--- src/rtl/core/smcd_pkg.sv ---
`timescale 1ns / 1ps
// Shared constants, codes and control types of the strip mean color descriptor unit.
package smcd_pkg;

	localparam int MAX_STRIPS = 16;
	localparam int STRIP_W    = 4;
	localparam int NSTRIP_W   = 5;
	localparam int DIV_W      = 48;
	localparam int STEP_W     = 6;
	localparam int Q_ONE      = 16384;

	localparam logic [2:0] MODE_PIXEL   = 3'd0;
	localparam logic [2:0] MODE_EOF     = 3'd1;
	localparam logic [2:0] MODE_HEADING = 3'd2;
	localparam logic [2:0] MODE_VEL     = 3'd3;
	localparam logic [2:0] MODE_YAW     = 3'd4;
	localparam logic [2:0] MODE_TICK    = 3'd5;

	localparam logic [1:0] REG_WIDTH  = 2'd0;
	localparam logic [1:0] REG_STRIPS = 2'd1;
	localparam logic [1:0] REG_PERIOD = 2'd2;

	localparam logic [1:0] DIV_STRIP = 2'd0;
	localparam logic [1:0] DIV_TICK  = 2'd1;
	localparam logic [1:0] DIV_MEAN  = 2'd2;

	localparam logic [1:0] CH_RED   = 2'd0;
	localparam logic [1:0] CH_GREEN = 2'd1;
	localparam logic [1:0] CH_BLUE  = 2'd2;
	localparam logic [1:0] CH_LAST  = 2'd3;

	typedef struct packed {
		logic [31:0] sum_red;
		logic [31:0] sum_green;
		logic [31:0] sum_blue;
		logic [24:0] count;
	} entry_t;

	typedef struct packed {
		logic       cap;
		logic       eof;
		logic       set_head;
		logic       set_vel;
		logic       set_yaw;
		logic       div_start;
		logic [1:0] div_sel;
		logic       pix_write;
		logic       el_clear;
		logic       el_next;
		logic       out_load;
	} cmd_t;

	typedef struct packed {
		logic div_busy;
		logic tick_hit;
		logic pose;
		logic count_zero;
		logic last_el;
		logic out_free;
	} status_t;

endpackage

--- src/rtl/core/smcd_ctrl.sv ---
`timescale 1ns / 1ps
// Controller state machine that sequences pixel updates, tick checks and descriptor emission.
module smcd_ctrl (
	input  logic                 clk,
	input  logic                 arst_n,
	input  logic                 in_valid,
	input  logic [2:0]           mode,
	input  smcd_pkg::status_t    status,
	output logic                 in_stall,
	output smcd_pkg::cmd_t       cmd
);

	localparam logic [2:0] ST_IDLE       = 3'd0;
	localparam logic [2:0] ST_PIX_START  = 3'd1;
	localparam logic [2:0] ST_PIX_WAIT   = 3'd2;
	localparam logic [2:0] ST_TICK_START = 3'd3;
	localparam logic [2:0] ST_TICK_WAIT  = 3'd4;
	localparam logic [2:0] ST_EL_PREP    = 3'd5;
	localparam logic [2:0] ST_EL_WAIT    = 3'd6;
	localparam logic [2:0] ST_EL_LOAD    = 3'd7;

	logic [2:0] state_q;
	logic [2:0] state_d;
	logic       accept;

	assign in_stall = state_q != ST_IDLE;
	assign accept   = in_valid && state_q == ST_IDLE;

	always_comb begin
		state_d = state_q;
		cmd     = '0;
		unique case (state_q)
			ST_IDLE: begin
				if (accept) begin
					cmd.cap = 1'b1;
					case (mode)
						smcd_pkg::MODE_PIXEL:   state_d = ST_PIX_START;
						smcd_pkg::MODE_EOF:     cmd.eof = 1'b1;
						smcd_pkg::MODE_HEADING: cmd.set_head = 1'b1;
						smcd_pkg::MODE_VEL:     cmd.set_vel = 1'b1;
						smcd_pkg::MODE_YAW:     cmd.set_yaw = 1'b1;
						smcd_pkg::MODE_TICK:    state_d = ST_TICK_START;
						default: ;
					endcase
				end
			end
			ST_PIX_START: begin
				cmd.div_start = 1'b1;
				cmd.div_sel   = smcd_pkg::DIV_STRIP;
				state_d       = ST_PIX_WAIT;
			end
			ST_PIX_WAIT: begin
				if (!status.div_busy) begin
					cmd.pix_write = 1'b1;
					state_d       = ST_IDLE;
				end
			end
			ST_TICK_START: begin
				cmd.div_start = 1'b1;
				cmd.div_sel   = smcd_pkg::DIV_TICK;
				state_d       = ST_TICK_WAIT;
			end
			ST_TICK_WAIT: begin
				if (!status.div_busy) begin
					if (status.tick_hit) begin
						cmd.el_clear = 1'b1;
						state_d      = ST_EL_PREP;
					end else begin
						state_d = ST_IDLE;
					end
				end
			end
			ST_EL_PREP: begin
				if (status.pose || status.count_zero) begin
					state_d = ST_EL_LOAD;
				end else begin
					cmd.div_start = 1'b1;
					cmd.div_sel   = smcd_pkg::DIV_MEAN;
					state_d       = ST_EL_WAIT;
				end
			end
			ST_EL_WAIT: begin
				cmd.div_sel = smcd_pkg::DIV_MEAN;
				if (!status.div_busy) begin
					state_d = ST_EL_LOAD;
				end
			end
			ST_EL_LOAD: begin
				cmd.div_sel = smcd_pkg::DIV_MEAN;
				if (status.out_free) begin
					cmd.out_load = 1'b1;
					if (status.last_el) begin
						state_d = ST_IDLE;
					end else begin
						cmd.el_next = 1'b1;
						state_d     = ST_EL_PREP;
					end
				end
			end
			default: state_d = ST_IDLE;
		endcase
	end

	always_ff @(posedge clk or negedge arst_n) begin
		if (!arst_n) begin
			state_q <= ST_IDLE;
		end else begin
			state_q <= state_d;
		end
	end

endmodule

--- config.mk ---
export PLATFORM = sky130hd
export DESIGN_NAME = smcd_ctrl
export DESIGN_NICKNAME = d
export VERILOG_FILES = /design/src/rtl/core/smcd_pkg.sv /design/src/rtl/core/smcd_ctrl.sv
export SDC_FILE = /design/constraint.sdc
export NUM_CORES = 1
export LEC_CHECK = 0
export ABC_AREA = 1
export CAP_MARGIN = 20
export CORE_AREA = 8 8 45 47
export DETAILED_ROUTE_END_ITERATION = 10
export DIE_AREA = 0 0 53 55
export DONT_BUFFER_PORTS = 1
export GPL_ROUTABILITY_DRIVEN = 0
export REMOVE_ABC_BUFFERS = 1
export SETUP_SLACK_MARGIN = 0.2
export SKIP_CTS_REPAIR_TIMING = 1
export SLEW_MARGIN = 20
export SYNTH_ARGS = -nofsm -noshare
export SYNTH_HDL_FRONTEND = slang
export SYNTH_SLANG_ARGS = --single-unit
--- constraint.sdc ---
create_clock -name clk -period 2 [get_ports clk]
set_clock_uncertainty 0.2 [all_clocks]
set_input_delay 0.3 -clock clk [delete_from_list [all_inputs] [get_ports clk]]
set_output_delay 0.3 -clock clk [all_outputs]
set_load 0.1 [all_outputs]
==> flow_summary.yaml <==
logic_synthesis:
  ys_warn_count: 0
  syn_area_um2: 422
  yosysSeqAreaShare: 0.178
  synthCells: 69
  synth-seq-cells: 3
  synth_edf_count: 0
  syn_area_per_cell_um2: 6.11
  async_flop_share: 1.00
  ys_types: 22
  ys.flop_type: "dfrtp_1"
finish:
  nNetsFinal: 104
  reg_top3: "state_q: 3 flops"
  final_common_cell: "nand2_1"
  largest_register_ffs: 3
  area_growth_pct: 110
  diodes: 0
  drive_gt1_frac: 0.505
  layout_common_cells: "nand2_1, inv_1, buf_12, nor2_4, nand3_1"
  regMostFlops: "state_q"
global_routing:
  grt_pass1_vias: 488
  globalRoute.totalOverflow: 0
  grt_pass1_wl_mm: 1.99
  grt_max_degree: 11
  grt_util_all_layers: 0.0874
  antenna_found_initial: 0
pwr:
  ir_drop_mv: 1.03
  p_comb_frac: 0.823
  switchingPower_uw: 710
  swShare: 0.593
  powerDensity_nw_per_um2: 1350
  clock_power_share: 0.089
  power_frac_seq: 0.088
  p_int_uw: 487
  leakagePower_uw: 0.000397
  finalPower_uw: 1200
drt:
  drc: 0
  vias: 502
  ant_nets: 0
  wirelength_mm: 1.40
  viasPerCell: 4.69
  drt_first_iter_violations: 6
  drt_first_pass_iters: 4
  avgRoutedWirePerCell_um: 13.1
floorplanning:
  io_pins: 25
  die_h_um: 55
  initial_core_util: 0.305
  die_area_um2: 2920
  coreArea_um2: 1380
  die_width_um: 53
  rows: 14
timing:
  min_period_over_period: 0.970
  max_slew.worst_pin.slew_ns: 0.331
  finalHoldViolCount: 0
  relSlewSlack: 0.779
  finalSetupViolCount: 0
  max_freq_ghz: 0.516
  drv_slew: 0
  finalSetupTns_ns: 0
  post-route-min-period_ns: 1.94
  rsz0062_at_grt: "true"
  setup_ws_ns: 0.0603
worst_hold_path:
  min_path_type: "in -> reg"
clock_network:
  clk_pin_slew_ns: 0.04
  clock-sinks: 3
  tritoncts: "built"
  clk_latency_ns: 0.23
  root_buffer: "clkbuf_4"
  htreeDepth: 1
  numCtsBuffers: 3
  cts_buffer_depth: 2
job:
  drv_cap: 0
worst_setup_path:
  critPathCaptureType: "output port"
  r2r_setup_slack_ns: 0.51
  startpoint_type: "flip-flop"
  required_ns: 1.50
  worstPathArrival_ns: 1.44
  cp_slowest_cell: "dfrtp_1"
  worstPathCellList: "nor2_4, nand2_4, nor2_4, nand2_4, nor3_4, buf_12"
  slowest_delay_ns: 0.40
  crit_path_max_fanout: 3
  path_class: "reg -> out"
place:
  dp_hpwl_mm: 1.08
  dp_slack_ns: 0.231
  io_buffers: 0
outcome:
  run_status: "completed"
-- cell families (layout without fill, tap and decap cells) --
logic type | count (synthesis) | after routing | synth area share
AO/OA/AOI/OAI | 4 | 4 | 0.0653
buffers and inverters | 17 | 39 | 0.178
flip-flops | 3 | 3 | 0.178
AND/OR/NAND/NOR | 45 | 45 | 0.579
-- synthesized netlist by cell type (2+ instances only) --
master	number	area, um2
nand2_2	2	12.5
nor2_4	3	33.8
dfrtp_1	3	75.1
nand2_1	15	56.3
inv_2	3	11.3
nand3_1	9	45.0
nor2_2	2	12.5
nor2_1	6	22.5
inv_1	12	45.0
nand4_1	2	12.5
-- routing by layer --
metal	vias up	track usage	wire length, um
li1	259	-	-
met1	228	0.0927	489
met2	13	0.158	781
met3	2	0.0160	106
met4	0	0.0517	22
met5	-	0	0
-- worst max-delay path: cells and delay by family, from the launching register on --
family        cells  cell delay [ns]
buf+inv           1             0.20
flops             1             0.40
simple gates      5             0.61
-- worst paths after layout --
path / from / endpoint / depth (start not counted)
hold reg to reg: state_q[2]$_DFFE_PN0P_ / state_q[2]$_DFFE_PN0P_ / 3
hold / removal: status[0] / state_q[0]$_DFFE_PN0P_ / 3
max in group asynchronous: arst_n / state_q[2]$_DFFE_PN0P_ / 1
min in group asynchronous: arst_n / state_q[0]$_DFFE_PN0P_ / 1
setup / recovery: state_q[1]$_DFFE_PN0P_ / cmd[9] / 6
setup reg to reg: state_q[0]$_DFFE_PN0P_ / state_q[1]$_DFFE_PN0P_ / 8
-- area by class of cell --
class,instances,area (um2)
clock buffer,4,26.3
fill,117,498
inverter,15,56.3
multi-input combinational,49,388
sequential,3,75.1
tap,16,20.0
timing repair buffer,20,320
-- power groups by stage --
stage / Combinational (uW) / Clock, uW / Sequential [uW]
2_1_floorplan: 559 / 0 / 122
3_3_place_gp: 836 / 0 / 94.2
3_5_place_dp: 844 / 0 / 95.8
4_1_cts: 846 / 110 / 95.0
5_1_grt: 1030 / 114 / 109
6_report: 985 / 106 / 105
-- per-stage QoR --
stage | instance area (um2) | util | std cells | hold slack, ns
after floorplan | 403 | - | 67 | -0.196
after global placement | 737 | 0.533 | 99 | -0.195
after detailed placement | 737 | 0.533 | 99 | -0.195
after CTS | 763 | 0.552 | 103 | -0.445
after global routing | 886 | 0.640 | 107 | 0.0342
final | 886 | 0.640 | 107 | 0.0259
Power figures use the tool's default switching activity.
